## config.mk

```make
export PLATFORM = sky130hd
export DESIGN_NAME = hill_cipher_mod26_block_top
export DESIGN_NICKNAME = d
export VERILOG_FILES = /design/src/rtl/hcm_pkg.sv /design/src/rtl/hill_cipher_mod26_block_top.sv /design/src/rtl/hcm_fifo.sv /design/src/rtl/hcm_front.sv /design/src/rtl/hcm_inverse.sv /design/src/rtl/hcm_back.sv
export SDC_FILE = /design/constraint.sdc
export NUM_CORES = 1
export LEC_CHECK = 0
export ABC_CLOCK_PERIOD_IN_PS = 38600
export BUFFER_PORTS_ARGS = -buffer_cell sky130_fd_sc_hd__buf_2
export CAP_MARGIN = 20
export CORE_ASPECT_RATIO = 0.6
export CORE_UTILIZATION = 32
export DETAILED_ROUTE_END_ITERATION = 8
export HOLD_SLACK_MARGIN = 0.03
export PLACE_DENSITY = 0.47
export SYNTH_ARGS = -nofsm -noshare
export SYNTH_HDL_FRONTEND = slang
export SYNTH_SLANG_ARGS = --single-unit
```

## constraint.sdc

```tcl
create_clock -name clock -period 38.6 [get_ports clock]
set_input_delay 0 -clock clock [delete_from_list [all_inputs] [get_ports clock]]
set_output_delay 0 -clock clock [all_outputs]
set_load 0.02 [all_outputs]
```

## src/rtl/hcm_pkg.sv

```systemverilog
package hcm_pkg;

   localparam int MAX_ORDER       = 4;
   localparam int LETTER_W        = 5;
   localparam int ROW_W           = 20;
   localparam int BLK_QUEUE_DEPTH = 2;
   localparam int RSP_QUEUE_DEPTH = 4;

   typedef enum logic [2:0] {
      CSR_DECRYPT_MODE  = 3'd0,
      CSR_PAD_LETTER    = 3'd1,
      CSR_KEY_ORDER     = 3'd2,
      CSR_KEY_ROW_ZERO  = 3'd3,
      CSR_KEY_ROW_ONE   = 3'd4,
      CSR_KEY_ROW_TWO   = 3'd5,
      CSR_KEY_ROW_THREE = 3'd6
   } csr_index_type;

   typedef enum logic [2:0] {
      B_IDLE, B_CHECK, B_MUL, B_ACC, B_SCALE, B_EMIT
   } back_state_type;

   typedef enum logic [2:0] {
      I_IDLE, I_MUL1, I_MUL2, I_STORE, I_DET, I_FINISH
   } inv_state_type;

   typedef struct packed {
      logic [4:0] letter_in;
      logic       final_in;
   } req_item_type;

   typedef struct packed {
      logic [4:0] letter_out;
      logic       final_out;
      logic       key_error;
   } rsp_item_type;

   // one padded row vector on its way from front to back
   typedef struct packed {
      logic [3:0][4:0] letters;
      logic            fin;
   } blk_type;

   typedef struct packed {
      logic                  decrypt;
      logic [4:0]            pad;       // already reduced mod 26
      logic [2:0]            order;     // effective order, 1..MAX_ORDER
      logic [3:0][ROW_W-1:0] key_rows;
   } cfg_type;

   typedef struct packed {
      logic       busy;
      logic       ready;
      logic       invertible;
      logic [4:0] dinv;
   } inv_status_type;

   // x mod 26 for x < 1024: reciprocal estimate, then one correction
   function automatic logic [4:0] mod26(input logic [9:0] x);
      logic [18:0] scaled;
      logic [5:0]  q;
      logic [9:0]  r;
      scaled = {9'd0, x} * 19'd315;
      q = scaled[18:13];
      r = x - ({4'd0, q} * 10'd26);
      if (r >= 10'd26) r = r - 10'd26;
      return r[4:0];
   endfunction

   function automatic logic [4:0] add_mod(input logic [4:0] a, input logic [4:0] b);
      logic [5:0] s;
      s = {1'b0, a} + {1'b0, b};
      if (s >= 6'd26) s = s - 6'd26;
      return s[4:0];
   endfunction

   function automatic logic [4:0] sub_mod(input logic [4:0] a, input logic [4:0] b);
      logic [5:0] s;
      s = {1'b0, a} + 6'd26 - {1'b0, b};
      if (s >= 6'd26) s = s - 6'd26;
      return s[4:0];
   endfunction

   function automatic logic [4:0] key_entry(input logic [3:0][ROW_W-1:0] rows,
                                            input logic [1:0] r, input logic [1:0] c);
      logic [ROW_W-1:0] row;
      logic [4:0]       raw;
      row = rows[r];
      raw = row[int'(c) * 5 +: 5];
      if (raw >= 5'd26) raw = raw - 5'd26;
      return raw;
   endfunction

   // inverse mod 26, zero when none exists
   function automatic logic [4:0] dinv_lookup(input logic [4:0] d);
      logic [4:0] v;
      case (d)
         5'd1:    v = 5'd1;
         5'd3:    v = 5'd9;
         5'd5:    v = 5'd21;
         5'd7:    v = 5'd15;
         5'd9:    v = 5'd3;
         5'd11:   v = 5'd19;
         5'd15:   v = 5'd7;
         5'd17:   v = 5'd23;
         5'd19:   v = 5'd11;
         5'd21:   v = 5'd5;
         5'd23:   v = 5'd17;
         5'd25:   v = 5'd25;
         default: v = 5'd0;
      endcase
      return v;
   endfunction

endpackage

```

## src/rtl/hill_cipher_mod26_block_top.sv

```systemverilog
// Channel  Ports                              Handshake
// req      req_push, req_full, req_item       taken when push & !full
// rsp      rsp_pop, rsp_empty, rsp_item       taken when pop & !empty
// csr      csr_we, csr_index, csr_wdata       write when we, no wait
//
// The back end forms each output letter from products of input letters and key
// entries, each multiplied and reduced mod 26 in turn and summed. The first
// decrypt block after a configuration write or reset adds an inverse build (six
// signed permutation terms per cofactor).
// Reset is synchronous; it empties both queues and clears the inverse.
// req_full follows the block queue; rsp_empty follows the result queue.
module hill_cipher_mod26_block_top #(
   parameter int BLK_DEPTH = hcm_pkg::BLK_QUEUE_DEPTH,
   parameter int RSP_DEPTH = hcm_pkg::RSP_QUEUE_DEPTH
) (
   input  logic                    clock,
   input  logic                    reset,
   input  logic                    req_push,
   input  hcm_pkg::req_item_type   req_item,
   output logic                    req_full,
   input  logic                    rsp_pop,
   output hcm_pkg::rsp_item_type   rsp_item,
   output logic                    rsp_empty,
   input  logic                    csr_we,
   input  logic [2:0]              csr_index,
   input  logic [hcm_pkg::ROW_W-1:0] csr_wdata
);

   localparam int BLK_W = $bits(hcm_pkg::blk_type);
   localparam int RSP_W = $bits(hcm_pkg::rsp_item_type);

   logic                        decrypt_mode_ff;
   logic [4:0]                  pad_letter_ff;
   logic [2:0]                  key_order_ff;
   logic [3:0][hcm_pkg::ROW_W-1:0] key_rows_ff;
   logic                        cfg_clear;
   hcm_pkg::cfg_type            cfg;

   hcm_pkg::blk_type            front_blk, back_blk;
   logic                        blk_push, blk_full, blk_pop, blk_empty;
   hcm_pkg::inv_status_type     inv_status;
   logic                        inv_start;
   logic [3:0]                  adj_addr;
   logic [4:0]                  adj_data;
   hcm_pkg::rsp_item_type       back_rsp;
   logic                        rsp_push, rsp_full;

   always_comb begin
      cfg_clear = 1'b0;
      if (csr_we) begin
         unique case (csr_index)
            hcm_pkg::CSR_DECRYPT_MODE, hcm_pkg::CSR_PAD_LETTER, hcm_pkg::CSR_KEY_ORDER,
            hcm_pkg::CSR_KEY_ROW_ZERO, hcm_pkg::CSR_KEY_ROW_ONE, hcm_pkg::CSR_KEY_ROW_TWO,
            hcm_pkg::CSR_KEY_ROW_THREE: cfg_clear = 1'b1;
            default: cfg_clear = 1'b0;
         endcase
      end
   end

   always_ff @(posedge clock) begin
      if (reset) begin
         decrypt_mode_ff <= 1'b0;
         pad_letter_ff   <= 5'd25;
         key_order_ff    <= 3'd3;
         key_rows_ff     <= '0;
      end else if (csr_we) begin
         unique case (csr_index)
            hcm_pkg::CSR_DECRYPT_MODE:  decrypt_mode_ff <= csr_wdata[0];
            hcm_pkg::CSR_PAD_LETTER:    pad_letter_ff   <= csr_wdata[4:0];
            hcm_pkg::CSR_KEY_ORDER:     key_order_ff    <= csr_wdata[2:0];
            hcm_pkg::CSR_KEY_ROW_ZERO:  key_rows_ff[0]  <= csr_wdata;
            hcm_pkg::CSR_KEY_ROW_ONE:   key_rows_ff[1]  <= csr_wdata;
            hcm_pkg::CSR_KEY_ROW_TWO:   key_rows_ff[2]  <= csr_wdata;
            hcm_pkg::CSR_KEY_ROW_THREE: key_rows_ff[3]  <= csr_wdata;
            default: ;
         endcase
      end
   end

   always_comb begin
      cfg.decrypt  = decrypt_mode_ff;
      cfg.pad      = (pad_letter_ff >= 5'd26) ? pad_letter_ff - 5'd26 : pad_letter_ff;
      cfg.key_rows = key_rows_ff;
      if (key_order_ff == 3'd0) begin
         cfg.order = 3'd1;
      end else if (key_order_ff > 3'(hcm_pkg::MAX_ORDER)) begin
         cfg.order = 3'(hcm_pkg::MAX_ORDER);
      end else begin
         cfg.order = key_order_ff;
      end
   end

   hcm_front u_front (
      .clock    (clock),
      .reset    (reset),
      .cfg      (cfg),
      .req_push (req_push),
      .req_item (req_item),
      .req_full (req_full),
      .blk_full (blk_full),
      .blk_push (blk_push),
      .blk_data (front_blk)
   );

   hcm_fifo #(.WIDTH(BLK_W), .DEPTH(BLK_DEPTH)) u_blk_queue (
      .clock     (clock),
      .reset     (reset),
      .push      (blk_push),
      .push_data (front_blk),
      .full      (blk_full),
      .pop       (blk_pop),
      .pop_data  (back_blk),
      .empty     (blk_empty)
   );

   hcm_inverse u_inverse (
      .clock     (clock),
      .reset     (reset),
      .cfg       (cfg),
      .cfg_clear (cfg_clear),
      .start     (inv_start),
      .adj_addr  (adj_addr),
      .adj_data  (adj_data),
      .status    (inv_status)
   );

   hcm_back u_back (
      .clock      (clock),
      .reset      (reset),
      .cfg        (cfg),
      .blk_empty  (blk_empty),
      .blk_pop    (blk_pop),
      .blk_data   (back_blk),
      .inv_status (inv_status),
      .inv_start  (inv_start),
      .adj_addr   (adj_addr),
      .adj_data   (adj_data),
      .rsp_full   (rsp_full),
      .rsp_push   (rsp_push),
      .rsp_data   (back_rsp)
   );

   hcm_fifo #(.WIDTH(RSP_W), .DEPTH(RSP_DEPTH)) u_rsp_queue (
      .clock     (clock),
      .reset     (reset),
      .push      (rsp_push),
      .push_data (back_rsp),
      .full      (rsp_full),
      .pop       (rsp_pop),
      .pop_data  (rsp_item),
      .empty     (rsp_empty)
   );

endmodule

```

## src/rtl/hcm_fifo.sv

```systemverilog
module hcm_fifo #(
   parameter int WIDTH = 8,
   parameter int DEPTH = 2
) (
   input  logic             clock,
   input  logic             reset,
   input  logic             push,
   input  logic [WIDTH-1:0] push_data,
   output logic             full,
   input  logic             pop,
   output logic [WIDTH-1:0] pop_data,
   output logic             empty
);

   localparam int PTR_W = (DEPTH > 1) ? $clog2(DEPTH) : 1;
   localparam int CNT_W = $clog2(DEPTH + 1);

   logic [WIDTH-1:0] mem_ff [DEPTH];
   logic [PTR_W-1:0] wr_ptr_ff, wr_ptr_in, rd_ptr_ff, rd_ptr_in;
   logic [CNT_W-1:0] count_ff, count_in;
   logic             push_ok, pop_ok;

   assign full     = (count_ff == CNT_W'(DEPTH));
   assign empty    = (count_ff == '0);
   assign push_ok  = push & ~full;
   assign pop_ok   = pop & ~empty;
   assign pop_data = mem_ff[rd_ptr_ff];

   always_comb begin
      wr_ptr_in = wr_ptr_ff;
      rd_ptr_in = rd_ptr_ff;
      count_in  = count_ff;
      if (push_ok) begin
         wr_ptr_in = (wr_ptr_ff == PTR_W'(DEPTH - 1)) ? '0 : wr_ptr_ff + 1'b1;
      end
      if (pop_ok) begin
         rd_ptr_in = (rd_ptr_ff == PTR_W'(DEPTH - 1)) ? '0 : rd_ptr_ff + 1'b1;
      end
      if (push_ok && !pop_ok) begin
         count_in = count_ff + 1'b1;
      end else if (pop_ok && !push_ok) begin
         count_in = count_ff - 1'b1;
      end
   end

   always_ff @(posedge clock) begin
      if (reset) begin
         wr_ptr_ff <= '0;
         rd_ptr_ff <= '0;
         count_ff  <= '0;
      end else begin
         wr_ptr_ff <= wr_ptr_in;
         rd_ptr_ff <= rd_ptr_in;
         count_ff  <= count_in;
      end
   end

   always_ff @(posedge clock) begin
      if (push_ok) begin
         mem_ff[wr_ptr_ff] <= push_data;
      end
   end

endmodule

```

## src/rtl/hcm_front.sv

```systemverilog
module hcm_front (
   input  logic                  clock,
   input  logic                  reset,
   input  hcm_pkg::cfg_type      cfg,
   input  logic                  req_push,
   input  hcm_pkg::req_item_type req_item,
   output logic                  req_full,
   input  logic                  blk_full,
   output logic                  blk_push,
   output hcm_pkg::blk_type      blk_data
);

   logic [3:0][4:0] buf_ff;
   logic [1:0]      fill_ff, fill_in;
   logic [4:0]      letter;
   logic [2:0]      used;
   logic            accept, complete;

   assign req_full = blk_full;
   assign accept   = req_push & ~blk_full;
   assign letter   = (req_item.letter_in >= 5'd26) ? req_item.letter_in - 5'd26
                                                   : req_item.letter_in;
   assign used     = {1'b0, fill_ff} + 3'd1;
   // a lowered order may already be met by what is buffered
   assign complete = (used >= cfg.order) | req_item.final_in;
   assign blk_push = accept & complete;

   always_comb begin
      for (int k = 0; k < 4; k++) begin
         if (3'(k) < used) begin
            blk_data.letters[k] = (2'(k) == fill_ff) ? letter : buf_ff[k];
         end else begin
            blk_data.letters[k] = cfg.pad;
         end
      end
      blk_data.fin = req_item.final_in;
      fill_in = fill_ff;
      if (accept) begin
         fill_in = complete ? 2'd0 : used[1:0];
      end
   end

   always_ff @(posedge clock) begin
      if (reset) begin
         fill_ff <= '0;
      end else begin
         fill_ff <= fill_in;
      end
   end

   always_ff @(posedge clock) begin
      if (accept) begin
         buf_ff[fill_ff] <= letter;
      end
   end

endmodule

```

## src/rtl/hcm_inverse.sv

```systemverilog
module hcm_inverse (
   input  logic                    clock,
   input  logic                    reset,
   input  hcm_pkg::cfg_type        cfg,
   input  logic                    cfg_clear,
   input  logic                    start,
   input  logic [3:0]              adj_addr,
   output logic [4:0]              adj_data,
   output hcm_pkg::inv_status_type status
);

   hcm_pkg::inv_state_type state_ff, state_in;
   logic [1:0] i_ff, i_in, j_ff, j_in;
   logic [2:0] p_ff, p_in;
   logic [4:0] acc_ff, acc_in, prod_ff, prod_in, det_ff, det_in, dinv_ff, dinv_in;
   logic       ready_ff, ready_in, invertible_ff, invertible_in;
   logic [4:0] adj_ff [16];
   logic       adj_we, step;
   logic [1:0] last;
   logic [6:0] pm;
   logic [4:0] term;

   // permutations of three with sign: {odd, s0, s1, s2}
   function automatic logic [6:0] perm(input logic [2:0] p);
      logic [6:0] v;
      case (p)
         3'd0:    v = {1'b0, 2'd0, 2'd1, 2'd2};
         3'd1:    v = {1'b1, 2'd0, 2'd2, 2'd1};
         3'd2:    v = {1'b1, 2'd1, 2'd0, 2'd2};
         3'd3:    v = {1'b0, 2'd1, 2'd2, 2'd0};
         3'd4:    v = {1'b0, 2'd2, 2'd0, 2'd1};
         default: v = {1'b1, 2'd2, 2'd1, 2'd0};
      endcase
      return v;
   endfunction

   // minor that drops row j, column i, padded to 3x3 with identity
   function automatic logic [4:0] elem(input logic [1:0] a, input logic [1:0] b,
                                       input logic [1:0] i, input logic [1:0] j,
                                       input hcm_pkg::cfg_type c);
      logic [2:0] m;
      logic [1:0] r, col;
      m   = c.order - 3'd1;
      r   = (a < j) ? a : 2'(a + 2'd1);
      col = (b < i) ? b : 2'(b + 2'd1);
      if (({1'b0, a} < m) && ({1'b0, b} < m)) begin
         return hcm_pkg::key_entry(c.key_rows, r, col);
      end
      return (a == b) ? 5'd1 : 5'd0;
   endfunction

   assign last     = 2'(cfg.order - 3'd1);
   assign pm       = perm(p_ff);
   assign adj_data = adj_ff[adj_addr];

   assign status.busy       = (state_ff != hcm_pkg::I_IDLE);
   assign status.ready      = ready_ff;
   assign status.invertible = invertible_ff;
   assign status.dinv       = dinv_ff;

   always_comb begin
      state_in      = state_ff;
      i_in          = i_ff;
      j_in          = j_ff;
      p_in          = p_ff;
      acc_in        = acc_ff;
      prod_in       = prod_ff;
      det_in        = det_ff;
      dinv_in       = dinv_ff;
      ready_in      = ready_ff;
      invertible_in = invertible_ff;
      adj_we        = 1'b0;
      step          = 1'b0;
      term          = hcm_pkg::mod26({5'd0, prod_ff} *
                                     {5'd0, elem(2'd2, pm[1:0], i_ff, j_ff, cfg)});
      unique case (state_ff)
         hcm_pkg::I_IDLE: begin
            if (start) begin
               i_in     = '0;
               j_in     = '0;
               p_in     = '0;
               acc_in   = '0;
               det_in   = '0;
               state_in = hcm_pkg::I_MUL1;
            end
         end
         hcm_pkg::I_MUL1: begin
            prod_in  = hcm_pkg::mod26({5'd0, elem(2'd0, pm[5:4], i_ff, j_ff, cfg)} *
                                      {5'd0, elem(2'd1, pm[3:2], i_ff, j_ff, cfg)});
            state_in = hcm_pkg::I_MUL2;
         end
         hcm_pkg::I_MUL2: begin
            // cofactor sign folded into the permutation sign
            if (pm[6] ^ i_ff[0] ^ j_ff[0]) begin
               acc_in = hcm_pkg::sub_mod(acc_ff, term);
            end else begin
               acc_in = hcm_pkg::add_mod(acc_ff, term);
            end
            if (p_ff == 3'd5) begin
               state_in = hcm_pkg::I_STORE;
            end else begin
               p_in     = p_ff + 3'd1;
               state_in = hcm_pkg::I_MUL1;
            end
         end
         hcm_pkg::I_STORE: begin
            adj_we = 1'b1;
            if (j_ff == 2'd0) begin
               state_in = hcm_pkg::I_DET;
            end else begin
               step = 1'b1;
            end
         end
         hcm_pkg::I_DET: begin
            // det = sum over i of key[0][i] * adj[i][0]
            det_in = hcm_pkg::add_mod(det_ff, hcm_pkg::mod26(
                        {5'd0, hcm_pkg::key_entry(cfg.key_rows, 2'd0, i_ff)} *
                        {5'd0, acc_ff}));
            step   = 1'b1;
         end
         hcm_pkg::I_FINISH: begin
            dinv_in       = hcm_pkg::dinv_lookup(det_ff);
            invertible_in = (hcm_pkg::dinv_lookup(det_ff) != 5'd0);
            ready_in      = 1'b1;
            state_in      = hcm_pkg::I_IDLE;
         end
         default: state_in = hcm_pkg::I_IDLE;
      endcase
      if (step) begin
         acc_in   = '0;
         p_in     = '0;
         state_in = hcm_pkg::I_MUL1;
         if (j_ff == last) begin
            j_in = '0;
            if (i_ff == last) begin
               state_in = hcm_pkg::I_FINISH;
            end else begin
               i_in = i_ff + 2'd1;
            end
         end else begin
            j_in = j_ff + 2'd1;
         end
      end
      if (cfg_clear) begin
         ready_in = 1'b0;
      end
   end

   always_ff @(posedge clock) begin
      if (reset) begin
         state_ff      <= hcm_pkg::I_IDLE;
         ready_ff      <= 1'b0;
         invertible_ff <= 1'b0;
      end else begin
         state_ff      <= state_in;
         ready_ff      <= ready_in;
         invertible_ff <= invertible_in;
      end
   end

   always_ff @(posedge clock) begin
      i_ff    <= i_in;
      j_ff    <= j_in;
      p_ff    <= p_in;
      acc_ff  <= acc_in;
      prod_ff <= prod_in;
      det_ff  <= det_in;
      dinv_ff <= dinv_in;
      if (adj_we) begin
         adj_ff[{i_ff, j_ff}] <= acc_ff;
      end
   end

endmodule

```

## src/rtl/hcm_back.sv

```systemverilog
module hcm_back (
   input  logic                    clock,
   input  logic                    reset,
   input  hcm_pkg::cfg_type        cfg,
   input  logic                    blk_empty,
   output logic                    blk_pop,
   input  hcm_pkg::blk_type        blk_data,
   input  hcm_pkg::inv_status_type inv_status,
   output logic                    inv_start,
   output logic [3:0]              adj_addr,
   input  logic [4:0]              adj_data,
   input  logic                    rsp_full,
   output logic                    rsp_push,
   output hcm_pkg::rsp_item_type   rsp_data
);

   hcm_pkg::back_state_type state_ff, state_in;
   hcm_pkg::blk_type vec_ff, vec_in;
   logic [1:0] j_ff, j_in, k_ff, k_in, last;
   logic [4:0] acc_ff, acc_in, prod_ff, prod_in, m_sel;
   logic       err_ff, err_in;

   assign last     = 2'(cfg.order - 3'd1);
   assign adj_addr = {k_ff, j_ff};
   assign m_sel    = cfg.decrypt ? adj_data : hcm_pkg::key_entry(cfg.key_rows, k_ff, j_ff);

   always_comb begin
      state_in  = state_ff;
      vec_in    = vec_ff;
      j_in      = j_ff;
      k_in      = k_ff;
      acc_in    = acc_ff;
      prod_in   = prod_ff;
      err_in    = err_ff;
      blk_pop   = 1'b0;
      inv_start = 1'b0;
      rsp_push  = 1'b0;
      rsp_data.letter_out = err_ff ? 5'd0 : acc_ff;
      rsp_data.final_out  = vec_ff.fin & (j_ff == last);
      rsp_data.key_error  = err_ff;
      unique case (state_ff)
         hcm_pkg::B_IDLE: begin
            if (!blk_empty) begin
               blk_pop  = 1'b1;
               vec_in   = blk_data;
               state_in = hcm_pkg::B_CHECK;
            end
         end
         hcm_pkg::B_CHECK: begin
            if (cfg.decrypt && !inv_status.ready) begin
               inv_start = ~inv_status.busy;
            end else begin
               err_in   = cfg.decrypt & ~inv_status.invertible;
               j_in     = '0;
               k_in     = '0;
               acc_in   = '0;
               state_in = (cfg.decrypt && !inv_status.invertible) ? hcm_pkg::B_EMIT
                                                                 : hcm_pkg::B_MUL;
            end
         end
         hcm_pkg::B_MUL: begin
            prod_in  = hcm_pkg::mod26({5'd0, vec_ff.letters[k_ff]} * {5'd0, m_sel});
            state_in = hcm_pkg::B_ACC;
         end
         hcm_pkg::B_ACC: begin
            acc_in = hcm_pkg::add_mod(acc_ff, prod_ff);
            if (k_ff == last) begin
               state_in = hcm_pkg::B_SCALE;
            end else begin
               k_in     = k_ff + 2'd1;
               state_in = hcm_pkg::B_MUL;
            end
         end
         hcm_pkg::B_SCALE: begin
            // decrypt keeps the adjugate; scale by det inverse here
            if (cfg.decrypt) begin
               acc_in = hcm_pkg::mod26({5'd0, acc_ff} * {5'd0, inv_status.dinv});
            end
            state_in = hcm_pkg::B_EMIT;
         end
         hcm_pkg::B_EMIT: begin
            if (!rsp_full) begin
               rsp_push = 1'b1;
               if (j_ff == last) begin
                  state_in = hcm_pkg::B_IDLE;
               end else begin
                  j_in     = j_ff + 2'd1;
                  k_in     = '0;
                  acc_in   = '0;
                  state_in = err_ff ? hcm_pkg::B_EMIT : hcm_pkg::B_MUL;
               end
            end
         end
         default: state_in = hcm_pkg::B_IDLE;
      endcase
   end

   always_ff @(posedge clock) begin
      if (reset) begin
         state_ff <= hcm_pkg::B_IDLE;
      end else begin
         state_ff <= state_in;
      end
   end

   always_ff @(posedge clock) begin
      vec_ff  <= vec_in;
      j_ff    <= j_in;
      k_ff    <= k_in;
      acc_ff  <= acc_in;
      prod_ff <= prod_in;
      err_ff  <= err_in;
   end

   a_start_busy: assert property (@(posedge clock) disable iff (reset)
      inv_start |=> inv_status.busy)
      else $error("inverse build did not start");

   a_mul_acc: assert property (@(posedge clock) disable iff (reset)
      (state_ff == hcm_pkg::B_MUL) |=> (state_ff == hcm_pkg::B_ACC))
      else $error("product not accumulated");

   a_err_zero: assert property (@(posedge clock) disable iff (reset)
      (rsp_push && rsp_data.key_error) |-> (rsp_data.letter_out == 5'd0))
      else $error("error item carries a letter");

   a_err_decrypt: assert property (@(posedge clock) disable iff (reset)
      (rsp_push && rsp_data.key_error) |-> (cfg.decrypt && inv_status.ready))
      else $error("error item without decrypt inverse");

endmodule

```

==> flow_summary.ini <==
[run_status]
status = complete, no violations

[detailed_routing]
ant_nets = 0
vias = 25100
drt_iter0_markers = 1991
wl_um = 93400
drtPass1Iterations = 6
remaining_drc_errors = 0
post_drt_wl_per_cell_um = 18.6
via_per_inst = 4.99

[sta]
hold_viol_final = 0
clock.fmax_mhz = 58.4
worstMarginPinSlew_ps = 1140
slew_headroom_pct = 24.3
tns_ps = 0
skew_ps = 37.6
setup_viol = 0
finalCriticalPeriod_ps = 17130
rsz0062_at_grt = false
fin_crit_sh_pct = 44.4
drv_slew = 0

[logic_synthesis]
synth.cell_area_mm2 = 0.0344
synth_top_family_by_area = adder cells
synth.distinct_cells = 91
synth_compound_area_share_pct = 11.8
synth-xor-area-share_pct = 4.13
synth_top_flop_cell = edfxtp_1
muxShareOfSynthArea_pct = 7.63
netlist.top_cell.by_area = edfxtp_1
yosys.area_share.simple_pct = 12.5
syn-instance-count = 3534
yosysWarnings = 0
synthArstFlopShare_pct = 0
synth_area_per_cell_um2 = 9.72
mappedNetlistNets = 4268
synthAdderAreaFrac_pct = 30.0
ys_ff_latch = 345
synth_area_leaders = edfxtp_1 19%, ha_1 18%, fa_1 12%
synth-seq-area-share_pct = 26.4
synth_edf_count = 218
synth_top_cell_area_share_pct = 19.0

[layout]
nNetsFinal = 4327
antenna_cells = 0
syn_to_final_growth_pct = 9.95
n_fill_cell = 10800
post_route_cells_drive_above_1_share_pct = 8.34

[worst_setup_path]
cp_data_required_time_ps = 39060
max_stage_delay_ps = 800
crit_type = reg2reg
crit_fanout = 20
end_kind = flop
crit_family = adder cells
critPathLaunchType = flop
critical_path_arrival_ps = 17590
slowest_stage = dfxtp_1
crit_buf_inv = 9

[die]
pin_count = 43
die_x_um = 425
coreArea_mm2 = 0.106
die_h_um = 256
rows = 92
die-area_mm2 = 0.109
initial_core_util_pct = 32.5

[global_route]
grt_pass1_wl_um = 147000
overflow = 0
antenna_found_initial = 4
grt_pass1_vias = 23800
grt_max_degree = 94
grt_usage_pct = 17.3

[clocking]
clock_latency_ps = 570
cts_root_buffer = clkbuf_16
cts_sinks = 345
cts_tree = done
cts_max_level = 2
clk_path_buf_depth = 3
numCtsBuffers = 36
clkSlewWorstSetupHoldPaths_ps = 80

[placement]
dp_hpwl_um = 74200
io_buffers = 42
globalplace.congestion = 0.879

[flow_run]
cap_violations = 0

[worst_hold_path]
holdCritPathClass = in2reg
## Yosys cell counts, types with 63 or more instances
cell and number:
ha_1 493, dfxtp_1 127, fa_1 207, inv_1 558, mux4_2 70, nand2_1 282
nor2_1 188, o21ai_0 109, nor2b_1 74, a21oi_1 212, xnor2_1 102, edfxtp_1 218
and2_1 63
## cell usage in the layout (no fill, tap or decap), drive strengths merged, types with 32 or more instances in the layout
master and n:
nor2 190, nand2b 43, nor2b 74, dlygate4sd3 32, xor2 55, nand2 282
o21ai 117, nand3 39, o211ai 48, a21oi 213, inv 562, ha 493
buf 86, clkbuf 45, mux4 70, mux2i 53, edfxtp 218, and2 63
dfxtp 127, nor3 60, and3 36, fa 207, mux2 45, a21o 44
xnor2 102
## cell families (layout without fill, tap and decap cells)
| logic type | count (synthesis) | after routing |
|---|---|---|
| simple gates | 877 | 877 |
| fa+ha+maj | 700 | 700 |
| flops | 345 | 345 |
| mux | 168 | 168 |
| compound gates | 627 | 627 |
| xor+xnor | 159 | 159 |
| buf+inv | 658 | 744 |
## path summary, 6_finish.rpt
| check | startpoint | endpoint | slack, ps | cells after the start |
|---|---|---|---|---|
| max | u_inverse.p_ff[2] | u_inverse.acc_ff[1] | 21470 | 65 |
| min | req_push | u_front.fill_ff[0] | 80 | 5 |
| max reg2reg | u_inverse.p_ff[2] | u_inverse.acc_ff[1] | 21470 | 65 |
| min reg2reg | cfg[63] | cfg[63] | 480 | 2 |
## worst reg2reg max path: cells and delay by family (launching register included)
| family | cells | cell delay, ps |
|---|---|---|
| xor+xnor | 5 | 1430 |
| fa+ha+maj | 15 | 6020 |
| buf+inv | 9 | 1040 |
| compound gates | 25 | 5970 |
| flops | 1 | 800 |
| simple gates | 11 | 1790 |
## layer usage
| metal | routed length (um) | up-vias | part of all wire [%] | GRT usage, % |
|---|---|---|---|---|
| li1 | - | 12400 | - | - |
| met5 | 0 | - | 0 | 0 |
| met3 | 7410 | 57 | 7.9 | 3.92 |
| met2 | 32100 | 698 | 34 | 20.6 |
| met4 | 718 | 0 | 0.77 | 1.63 |
| met1 | 53200 | 12000 | 57 | 30.3 |
## layout make-up
cell class                 instances  area [um2]  share of cell area [%]
tap                             1410        1760                    4.67
clock buffer                      44        1000                    2.65
sequential                       345        9090                    24.1
multi-input combinational       2531       22700                    60.2
timing repair buffer             119         878                    2.32
clock inverter                    21         219                   0.579
inverter                         560        2100                    5.56
## state kept, by name (all words and copies together) (netlist names), 15 cells and up, named ones only
| register | cells |
|---|---|
| u_front.buf_ff | 15 |
| u_rsp_queue.mem_ff | 28 |
| u_inverse.adj_ff | 80 |
| u_blk_queue.mem_ff | 42 |
| u_back.vec_ff | 21 |
| cfg | 80 |
## through the flow
step	instances	utilization [%]	setup WS [ps]	hold slack [ps]	cell area [um2]
6_report	5030	35.8	21470	76.1	37800
5_1_grt	5030	35.8	20180	91.3	37800
4_1_cts	5026	35.7	21650	50.9	37700
3_5_place_dp	4929	34.3	21710	287	36200
3_3_place_gp	4929	34.3	21900	281	36200
2_1_floorplan	3534	-	23670	95.6	34400
## timing repair
item	CTS	global route
setup buffers	0	0
endpoints found under the hold margin	128	0
gates resized for setup	0	0
endpoints found under the setup margin	0	0
hold buffers	32	0
Power is not shown: default switching activity piles up to over one toggle a cycle in this logic, so the estimate is an artifact.
